===== src/hw/rtl/dfhe_pkg.sv =====
package dfhe_pkg;

  // token kinds
  localparam logic [1:0] KIND_LIT   = 2'd0;
  localparam logic [1:0] KIND_MATCH = 2'd1;
  localparam logic [1:0] KIND_EOS   = 2'd2;

  // longest token: header 3 + length code 8 + 5 extra + distance code 5 + 13 extra
  localparam int TOK_BITS = 34;
  localparam int TOK_NW   = 6;
  // packer: up to 7 pending bits on top of one token
  localparam int ACC_W    = TOK_BITS + 7;
  localparam int ACC_NW   = 6;

  localparam logic [8:0]  MIN_LEN  = 9'd3;
  localparam logic [8:0]  MAX_LEN  = 9'd258;
  localparam logic [15:0] MAX_DIST = 16'd32768;
  localparam logic [8:0]  SYM_EOB  = 9'd256;

  typedef struct packed {
    logic [1:0]  kind;
    logic [7:0]  literal_byte;
    logic [8:0]  match_length;
    logic [15:0] match_distance;
  } in_item_t;

  typedef struct packed {
    logic [7:0] out_byte;
    logic       last_of_run;
    logic       stream_done;
    logic       bad_token;
  } out_item_t;

  // one classified token, bits already in stream order (lsb goes first)
  typedef struct packed {
    logic [TOK_BITS-1:0] bits;
    logic [TOK_NW-1:0]   nbits;
    logic                eos;
    logic                bad;
  } tok_t;

  typedef struct packed {
    logic [8:0] bits;
    logic [3:0] n;
  } code_t;

  // fixed literal/length code, bit-reversed so it can be sent lsb first
  function automatic code_t ll_code(input logic [8:0] sym);
    code_t      r;
    logic [8:0] code;
    logic [8:0] aligned;
    if (sym <= 9'd143) begin
      code = 9'h030 + sym;
      r.n  = 4'd8;
    end else if (sym <= 9'd255) begin
      code = 9'h190 + (sym - 9'd144);
      r.n  = 4'd9;
    end else if (sym <= 9'd279) begin
      code = sym - 9'd256;
      r.n  = 4'd7;
    end else begin
      code = 9'h0C0 + (sym - 9'd280);
      r.n  = 4'd8;
    end
    aligned = code << (4'd9 - r.n);
    for (int i = 0; i < 9; i++) begin
      r.bits[i] = aligned[8-i];
    end
    r.bits = r.bits & ((9'd1 << r.n) - 9'd1);
    return r;
  endfunction

endpackage


===== src/hw/rtl/deflate_fixed_huffman_token_encoder_top.sv =====
// fixed-huffman deflate token encoder
// input channel (in_valid/in_ready/in_data): one token per beat, a literal,
//   a length/distance match or end of stream; the first good token of a
//   stream is preceded by the 3-bit block header (final block, fixed codes)
// output channel (out_valid/out_ready/out_data): one packed byte per beat,
//   bits filled lsb first; last_of_run marks a token's final byte,
//   stream_done the last byte of the stream, bad_token a rejected token
// a token is encoded in the cycle it is accepted and written into a small
//   queue; the packer then loads it from the queue register into its own
//   registers, taking the next token as the current one's last byte leaves
// throughput: one byte per cycle from the packer while out_ready is high
// in_ready drops only while the queue is full, so tokens keep flowing
//   while earlier bytes wait on a stalled receiver
// reset (rst_n low, synchronous) empties the queue, drops pending bits and
//   re-arms the header; an end-of-stream token re-arms it and flushes its bits
module deflate_fixed_huffman_token_encoder_top import dfhe_pkg::*; #(
  parameter int QUEUE_DEPTH = 4
) (
  input  logic      clk,
  input  logic      rst_n,
  input  logic      in_valid,
  output logic      in_ready,
  input  in_item_t  in_data,
  output logic      out_valid,
  input  logic      out_ready,
  output out_item_t out_data
);

  tok_t front_tok, q_tok;
  logic q_full, q_valid, q_pop, push;

  // a beat enters whenever the queue has room
  assign in_ready = !q_full;
  assign push     = in_valid && in_ready;

  // classify the token and build its bit string
  dfhe_front u_front (
    .clk   (clk),
    .rst_n (rst_n),
    .item  (in_data),
    .push  (push),
    .tok   (front_tok)
  );

  // decouples encoding from byte output
  dfhe_queue #(
    .DEPTH (QUEUE_DEPTH)
  ) u_queue (
    .clk       (clk),
    .rst_n     (rst_n),
    .push      (push),
    .push_data (front_tok),
    .full      (q_full),
    .pop       (q_pop),
    .not_empty (q_valid),
    .pop_data  (q_tok)
  );

  // bit packer, one byte per beat
  dfhe_back u_back (
    .clk       (clk),
    .rst_n     (rst_n),
    .q_valid   (q_valid),
    .q_data    (q_tok),
    .q_pop     (q_pop),
    .out_valid (out_valid),
    .out_ready (out_ready),
    .out_data  (out_data)
  );

  // a rejection is a single zero beat that ends its token and no stream
  a_bad_beat: assert property (@(posedge clk) disable iff (!rst_n)
    out_valid && out_data.bad_token |->
      out_data.last_of_run && !out_data.stream_done && (out_data.out_byte == 8'd0))
    else $error("bad token beat malformed");

  // the stream's last byte also closes its token
  a_done_last: assert property (@(posedge clk) disable iff (!rst_n)
    out_valid && out_data.stream_done |-> out_data.last_of_run)
    else $error("stream_done without last_of_run");

  // nothing comes out the cycle after reset
  a_reset_quiet: assert property (@(posedge clk)
    !rst_n |=> !out_valid)
    else $error("output valid right after reset");

  // queue can only fill when the packer is stalled or busy
  a_full_stall: assert property (@(posedge clk) disable iff (!rst_n)
    !in_ready |-> q_valid)
    else $error("input stalled with empty queue");

endmodule


===== src/hw/rtl/dfhe_front.sv =====
module dfhe_front import dfhe_pkg::*; (
  input  logic     clk,
  input  logic     rst_n,
  input  in_item_t item,
  input  logic     push,
  output tok_t     tok
);

  logic        header_sent_r, header_sent_nxt;
  logic        good;
  logic [7:0]  l;
  logic [14:0] e;
  logic [3:0]  lmsb, dmsb;
  logic [2:0]  leb;
  logic [3:0]  deb;
  logic [8:0]  lsym;
  logic [4:0]  dsym, drev;
  logic [4:0]  lext;
  logic [12:0] dext;
  code_t       llc;
  logic [TOK_BITS-1:0] bits;
  logic [TOK_NW-1:0]   pos;

  always_comb begin
    good = (item.kind == KIND_LIT) || (item.kind == KIND_EOS) ||
           ((item.kind == KIND_MATCH) &&
            (item.match_length >= MIN_LEN) && (item.match_length <= MAX_LEN) &&
            (item.match_distance != 16'd0) && (item.match_distance <= MAX_DIST));

    // length symbol and extra bits
    l    = 8'(item.match_length - MIN_LEN);
    lmsb = 4'd0;
    for (int i = 0; i < 8; i++) begin
      if (l[i]) lmsb = 4'(i);
    end
    if (item.match_length == MAX_LEN) begin
      lsym = 9'd285;
      leb  = 3'd0;
    end else if (l < 8'd8) begin
      lsym = 9'd257 + {1'b0, l};
      leb  = 3'd0;
    end else begin
      leb  = 3'(lmsb - 4'd2);
      lsym = 9'd257 + {4'd0, leb, 2'b00} + {1'b0, l >> leb};
    end
    lext = 5'(l & ((8'd1 << leb) - 8'd1));

    // distance symbol and extra bits
    e    = 15'(item.match_distance - 16'd1);
    dmsb = 4'd0;
    for (int i = 0; i < 15; i++) begin
      if (e[i]) dmsb = 4'(i);
    end
    if (e < 15'd4) begin
      deb  = 4'd0;
      dsym = 5'(e);
    end else begin
      deb  = dmsb - 4'd1;
      dsym = 5'({deb, 1'b0}) + 5'(e >> deb);
    end
    dext = 13'(e & ((15'd1 << deb) - 15'd1));
    for (int i = 0; i < 5; i++) begin
      drev[i] = dsym[4-i];
    end

    case (item.kind)
      KIND_LIT:   llc = ll_code({1'b0, item.literal_byte});
      KIND_MATCH: llc = ll_code(lsym);
      default:    llc = ll_code(SYM_EOB);
    endcase

    // assemble in stream order
    bits = '0;
    pos  = '0;
    if (!header_sent_r) begin
      bits[2:0] = 3'b011;       // bfinal=1, btype=01
      pos       = TOK_NW'(3);
    end
    bits = bits | (TOK_BITS'(llc.bits) << pos);
    pos  = pos + TOK_NW'(llc.n);
    if (item.kind == KIND_MATCH) begin
      bits = bits | (TOK_BITS'(lext) << pos);
      pos  = pos + TOK_NW'(leb);
      bits = bits | (TOK_BITS'(drev) << pos);
      pos  = pos + TOK_NW'(5);
      bits = bits | (TOK_BITS'(dext) << pos);
      pos  = pos + TOK_NW'(deb);
    end

    tok.bits  = bits;
    tok.nbits = pos;
    tok.eos   = (item.kind == KIND_EOS);
    tok.bad   = !good;

    header_sent_nxt = header_sent_r;
    if (push && good) begin
      header_sent_nxt = (item.kind != KIND_EOS);
    end
  end

  always_ff @(posedge clk) begin
    if (!rst_n) begin
      header_sent_r <= 1'b0;
    end else begin
      header_sent_r <= header_sent_nxt;
    end
  end

endmodule


===== src/hw/rtl/dfhe_queue.sv =====
module dfhe_queue import dfhe_pkg::*; #(
  parameter int DEPTH = 4
) (
  input  logic clk,
  input  logic rst_n,
  input  logic push,
  input  tok_t push_data,
  output logic full,
  input  logic pop,
  output logic not_empty,
  output tok_t pop_data
);

  localparam int AW = (DEPTH > 1) ? $clog2(DEPTH) : 1;
  localparam int CW = $clog2(DEPTH + 1);

  tok_t          mem [DEPTH];
  logic [AW-1:0] wptr_r, wptr_nxt, rptr_r, rptr_nxt;
  logic [CW-1:0] cnt_r, cnt_nxt;

  assign full      = (cnt_r == CW'(DEPTH));
  assign not_empty = (cnt_r != '0);
  assign pop_data  = mem[rptr_r];

  always_comb begin
    wptr_nxt = wptr_r;
    rptr_nxt = rptr_r;
    cnt_nxt  = cnt_r;
    if (push) begin
      wptr_nxt = (wptr_r == AW'(DEPTH - 1)) ? '0 : wptr_r + AW'(1);
    end
    if (pop) begin
      rptr_nxt = (rptr_r == AW'(DEPTH - 1)) ? '0 : rptr_r + AW'(1);
    end
    if (push && !pop) cnt_nxt = cnt_r + CW'(1);
    else if (!push && pop) cnt_nxt = cnt_r - CW'(1);
  end

  always_ff @(posedge clk) begin
    if (push) begin
      mem[wptr_r] <= push_data;
    end
  end

  always_ff @(posedge clk) begin
    if (!rst_n) begin
      wptr_r <= '0;
      rptr_r <= '0;
      cnt_r  <= '0;
    end else begin
      wptr_r <= wptr_nxt;
      rptr_r <= rptr_nxt;
      cnt_r  <= cnt_nxt;
    end
  end

endmodule


===== src/hw/rtl/dfhe_back.sv =====
module dfhe_back import dfhe_pkg::*; (
  input  logic      clk,
  input  logic      rst_n,
  input  logic      q_valid,
  input  tok_t      q_data,
  output logic      q_pop,
  output logic      out_valid,
  input  logic      out_ready,
  output out_item_t out_data
);

  logic              busy_r, busy_nxt;
  logic              eos_r, eos_nxt;
  logic              bad_r, bad_nxt;
  logic [ACC_W-1:0]  acc_r, acc_nxt, base_acc;
  logic [ACC_NW-1:0] cnt_r, cnt_nxt, base_cnt;
  logic              last, fire, finish, take;

  always_comb begin
    out_valid = busy_r && (bad_r || (cnt_r >= ACC_NW'(8)) || (eos_r && cnt_r != '0));
    last      = bad_r || (eos_r ? (cnt_r <= ACC_NW'(8)) : (cnt_r < ACC_NW'(16)));
    fire      = out_valid && out_ready;
    finish    = busy_r && (!out_valid || (fire && last));
    take      = q_valid && (!busy_r || finish);
    q_pop     = take;

    out_data.out_byte    = bad_r ? 8'd0 : acc_r[7:0];
    out_data.last_of_run = last;
    out_data.stream_done = !bad_r && eos_r && last;
    out_data.bad_token   = bad_r;

    // packer state once this cycle's beat is gone
    if (fire && !bad_r) begin
      base_acc = acc_r >> 8;
      base_cnt = cnt_r - ACC_NW'(8);
    end else begin
      base_acc = acc_r;
      base_cnt = cnt_r;
    end
    if (finish && eos_r && !bad_r) begin
      base_acc = '0;
      base_cnt = '0;
    end

    busy_nxt = busy_r;
    eos_nxt  = eos_r;
    bad_nxt  = bad_r;
    acc_nxt  = base_acc;
    cnt_nxt  = base_cnt;
    if (take) begin
      busy_nxt = 1'b1;
      eos_nxt  = q_data.eos;
      bad_nxt  = q_data.bad;
      if (!q_data.bad) begin
        acc_nxt = base_acc | (ACC_W'(q_data.bits) << base_cnt[2:0]);
        cnt_nxt = base_cnt + ACC_NW'(q_data.nbits);
      end
    end else if (finish) begin
      busy_nxt = 1'b0;
    end
  end

  always_ff @(posedge clk) begin
    if (!rst_n) begin
      busy_r <= 1'b0;
      eos_r  <= 1'b0;
      bad_r  <= 1'b0;
      acc_r  <= '0;
      cnt_r  <= '0;
    end else begin
      busy_r <= busy_nxt;
      eos_r  <= eos_nxt;
      bad_r  <= bad_nxt;
      acc_r  <= acc_nxt;
      cnt_r  <= cnt_nxt;
    end
  end

endmodule


===== config.mk =====
export PLATFORM = sky130hd
export DESIGN_NAME = deflate_fixed_huffman_token_encoder_top
export DESIGN_NICKNAME = d
export VERILOG_FILES = /design/src/hw/rtl/dfhe_pkg.sv /design/src/hw/rtl/deflate_fixed_huffman_token_encoder_top.sv /design/src/hw/rtl/dfhe_front.sv /design/src/hw/rtl/dfhe_queue.sv /design/src/hw/rtl/dfhe_back.sv
export SDC_FILE = /design/constraint.sdc
export NUM_CORES = 1
export LEC_CHECK = 0
export ABC_AREA = 1
export BUFFER_PORTS_ARGS = -buffer_cell sky130_fd_sc_hd__buf_2
export CELL_PAD_IN_SITES_DETAIL_PLACEMENT = 0
export CELL_PAD_IN_SITES_GLOBAL_PLACEMENT = 1
export CORE_ASPECT_RATIO = 2
export CORE_MARGIN = 3
export CORE_UTILIZATION = 51
export CTS_CLUSTER_SIZE = 28
export DETAILED_ROUTE_END_ITERATION = 16
export GPL_TIMING_DRIVEN = 0
export PLACE_DENSITY = 0.9
export SLEW_MARGIN = 15
export SYNTH_ARGS = -nofsm -noshare
export SYNTH_HDL_FRONTEND = slang
export SYNTH_HIERARCHICAL = 1
export SYNTH_SLANG_ARGS = --single-unit

===== constraint.sdc =====
create_clock -name clk -period 10.42 [get_ports clk]
set_input_delay 1.042 -clock clk [delete_from_list [all_inputs] [get_ports clk]]
set_output_delay 1.042 -clock clk [all_outputs]
set_load 0.1 [all_outputs]

==> results.sh <==
export IMPL_synth_simple_gate_area_share_pct=32.4
export IMPL_hold_class="reg2reg"
export IMPL_placed_area_um2=17300
export IMPL_synth_warning_count=6
export IMPL_hpwl_mm=47.4
export IMPL_use_met2_pct=66.4
export IMPL_grt_util_all_layers_pct=33.5
export IMPL_synthFlopType="edfxtp_1"
export IMPL_grt_pass1_vias=15868
export IMPL_fin_tns_setup_ns=0
export IMPL_post_route_cell_area_um2=17900
export IMPL_ios=52
export IMPL_critPathLaunchType="primary input"
export IMPL_clock_latency_ns=0.50
export IMPL_cpMaxStageDelayCell="nor4_1"
export IMPL_whs_path_depth=2
export IMPL_synthMuxAreaShare_pct=2.37
export IMPL_dr_pass1_iters=5
export IMPL_areaGrowthSynthToFinish_pct=9.17
export IMPL_start_util_pct=51.9
export IMPL_ys_async_sr_fraction_pct=0
export IMPL_die_w_um=133
export IMPL_power_density_nw_per_um2=302
export IMPL_clkSinkCount=228
export IMPL_synth_yosys_seq_area_share_pct=38.0
export IMPL_cellInternalPower_mw=2.57
export IMPL_dr_first_iter_drc_count=791
export IMPL_share_comb_of_total_power_pct=62.5
export IMPL_synth_compound_area_share_pct=12.6
export IMPL_critical_path_required_ns=10.71
export IMPL_synth_edf_count=168
export IMPL_fp_dieH_um=260
export IMPL_layout_drive_gt1_share_pct=11.3
export IMPL_tritoncts="done"
export IMPL_fin_crit_ns=8.72
export IMPL_rr_worst_depth=19
export IMPL_syn_inst=2249
export IMPL_ant_nets=0
export IMPL_nFillCells=3085
export IMPL_vdd_drop_max_mv=0.176
export IMPL_use_met3_pct=3.56
export IMPL_h_tree_depth=1
export IMPL_worst_pin_slew_ns=1.17
export IMPL_grt_overflow=0
export IMPL_grt_pass1_wl_mm=87.9
export IMPL_nets=2411
export IMPL_fmax_ghz=0.115
export IMPL_path_clk_slew_ns=0.07
export IMPL_syn_area_per_cell_um2=7.30
export IMPL_finalSetupViolCount=0
export IMPL_core_area_um2=31700
export IMPL_synth_cell_types=62
export IMPL_synth_xor_xnor_area_share_pct=1.42
export IMPL_rows=92
export IMPL_postCtsSetupBuffers=0
export IMPL_seq_power_share_pct=24.2
export IMPL_hold_viol=0
export IMPL_portBuffers=51
export IMPL_grtUsageMet1_pct=26.6
export IMPL_die_area_um2=34500
export IMPL_holdBufCountCts=0
export IMPL_insertedDiodeCount=0
export IMPL_clockPowerShare_pct=13.3
export IMPL_relSlewSlack_pct=21.4
export IMPL_crit_type="in2reg"
export IMPL_vias_per_cell=5.66
export IMPL_ys_seq_elements=228
export IMPL_route_detailed_drc=0
export IMPL_yosys_area_share_adder_pct=3.81
export IMPL_netlist_area_um2=16400
export IMPL_synth_top_family_by_area="simple AND/OR/NAND/NOR gates"
export IMPL_busiest_layer="met2"
export IMPL_power_switching_mw=2.83
export IMPL_rsz0062_at_grt="false"
export IMPL_drt_total_wl_mm=58.2
export IMPL_status="completed"
export IMPL_crit_fanout=10
export IMPL_cp_arrival_ns=9.01
export IMPL_cts_resized_gates=0
export IMPL_num_vias=15632
export IMPL_worst_setup_path_end_kind="register"
export IMPL_slowest_delay_ns=0.76
export IMPL_p_sw_share_pct=52.4
export IMPL_cts_path_max_buffers=3
export IMPL_maxSlewViolCount=0
export IMPL_holdWs_ns=0.491
export IMPL_totalPowerFinal_mw=5.40
export IMPL_fin_worst_skew_ns=0.00964
export IMPL_finalCritPeriodShare_pct=83.7
export IMPL_cts_made_buffers=18
export IMPL_antenna_found_initial=0
export IMPL_cts_root_buf="clkbuf_16"
export IMPL_cap_violations=0
export IMPL_crit_top_cell="inv_1"
export IMPL_cellLeakagePower_nw=8.12
export IMPL_mostFrequentLayoutCell="nand2_1"
export IMPL_gp_congestion=0.984
export IMPL_wl_per_cell_um=21.1
export IMPL_final_cell_mix="592 x nand2_1, 233 x nor2_1, 230 x nand3_1"
export IMPL_grt_max_degree=33
-- power groups by stage --
stage | clock (mW) | sequential (mW) | combinational (mW)
after floorplan | 0 | 1.28 | 2.32
after global placement | 0 | 1.32 | 3.25
after detailed placement | 0 | 1.32 | 3.30
after CTS | 0.732 | 1.30 | 3.31
after global routing | 0.764 | 1.32 | 3.68
final | 0.720 | 1.31 | 3.37
-- final timing paths --
check / start / end / slack (ns)
worst max-delay path: in_data[16] / u_queue/mem[1][27] / 1.70
worst max register to register: u_front/header_sent_r / u_queue/mem[1][27] / 4.17
worst min register to register: u_back/acc_r[39] / u_back/acc_r[39] / 0.49
worst min-delay path: u_back/acc_r[39] / u_back/acc_r[39] / 0.49
-- cells in the mapped netlist (22+ instances only) --
master      n  share of area (%)
o22ai_1    45                1.7
o21ai_0   156                4.8
a21oi_1    61                1.9
nand4_1    28                1.1
clkbuf_1   44                1.0
ha_1       42                3.2
buf_2      24               0.73
nand3_1   230                7.0
dfxtp_1    60                7.3
edfxtp_1  168                 31
nor2_1    233                5.3
o21ai_1    54                1.6
mux2i_1    22                1.3
inv_1     224                5.1
nand2_1   592                 14
-- layer usage --
metal | up-vias | share of wire (%)
met5 | - | 0
met4 | 0 | 12
met3 | 259 | 3.6
met2 | 516 | 56
met1 | 7201 | 29
li1 | 7656 | -
-- layout make-up --
cell class	count	area, um^2	share of cell area, %
multi-input cells	1676	8650	48.3
flip-flops and latches	228	6250	34.9
inverters	244	921	5.14
plain buffers	102	601	3.35
well taps	423	529	2.95
clock buffers	20	479	2.67
repair buffers	55	358	2.00
clock inverters	12	135	0.754
-- metrics by stage --
step	std cells	util [%]	setup WS (ns)
after floorplan	2250	-	3.13
after global placement	2724	54.3	1.27
after detailed placement	2728	54.7	1.21
after CTS	2760	56.6	1.71
after global routing	2760	56.6	1.05
final	2760	56.6	1.70
-- cells by family after synthesis --
logic type      after synthesis
simple gates               1192
compound gates              373
buf+inv                     346
flops                       228
fa+ha+maj                    47
mux                          37
xor+xnor                     24
other cells                   2
-- flip-flops by register name, summed over array words and instances, names as in the netlist, 2 cells and up, named ones only --
register        flops
u_queue/rptr_r      2
u_queue/cnt_r       3
u_queue/wptr_r      2
u_back/acc_r       41
u_queue/mem       168
u_back/cnt_r        6
-- critical path: cells and delay by family --
| family | cells | cell delay (ns) |
|---|---|---|
| xor gates and xnor gates | 1 | 0.09 |
| adders and majority gates | 6 | 2.29 |
| buffers and inverters | 11 | 1.66 |
| and+or+nand+nor | 19 | 3.23 |
| AOI/OAI and AO/OA | 3 | 0.69 |
Note: power is estimated with default switching activity, not from simulation.
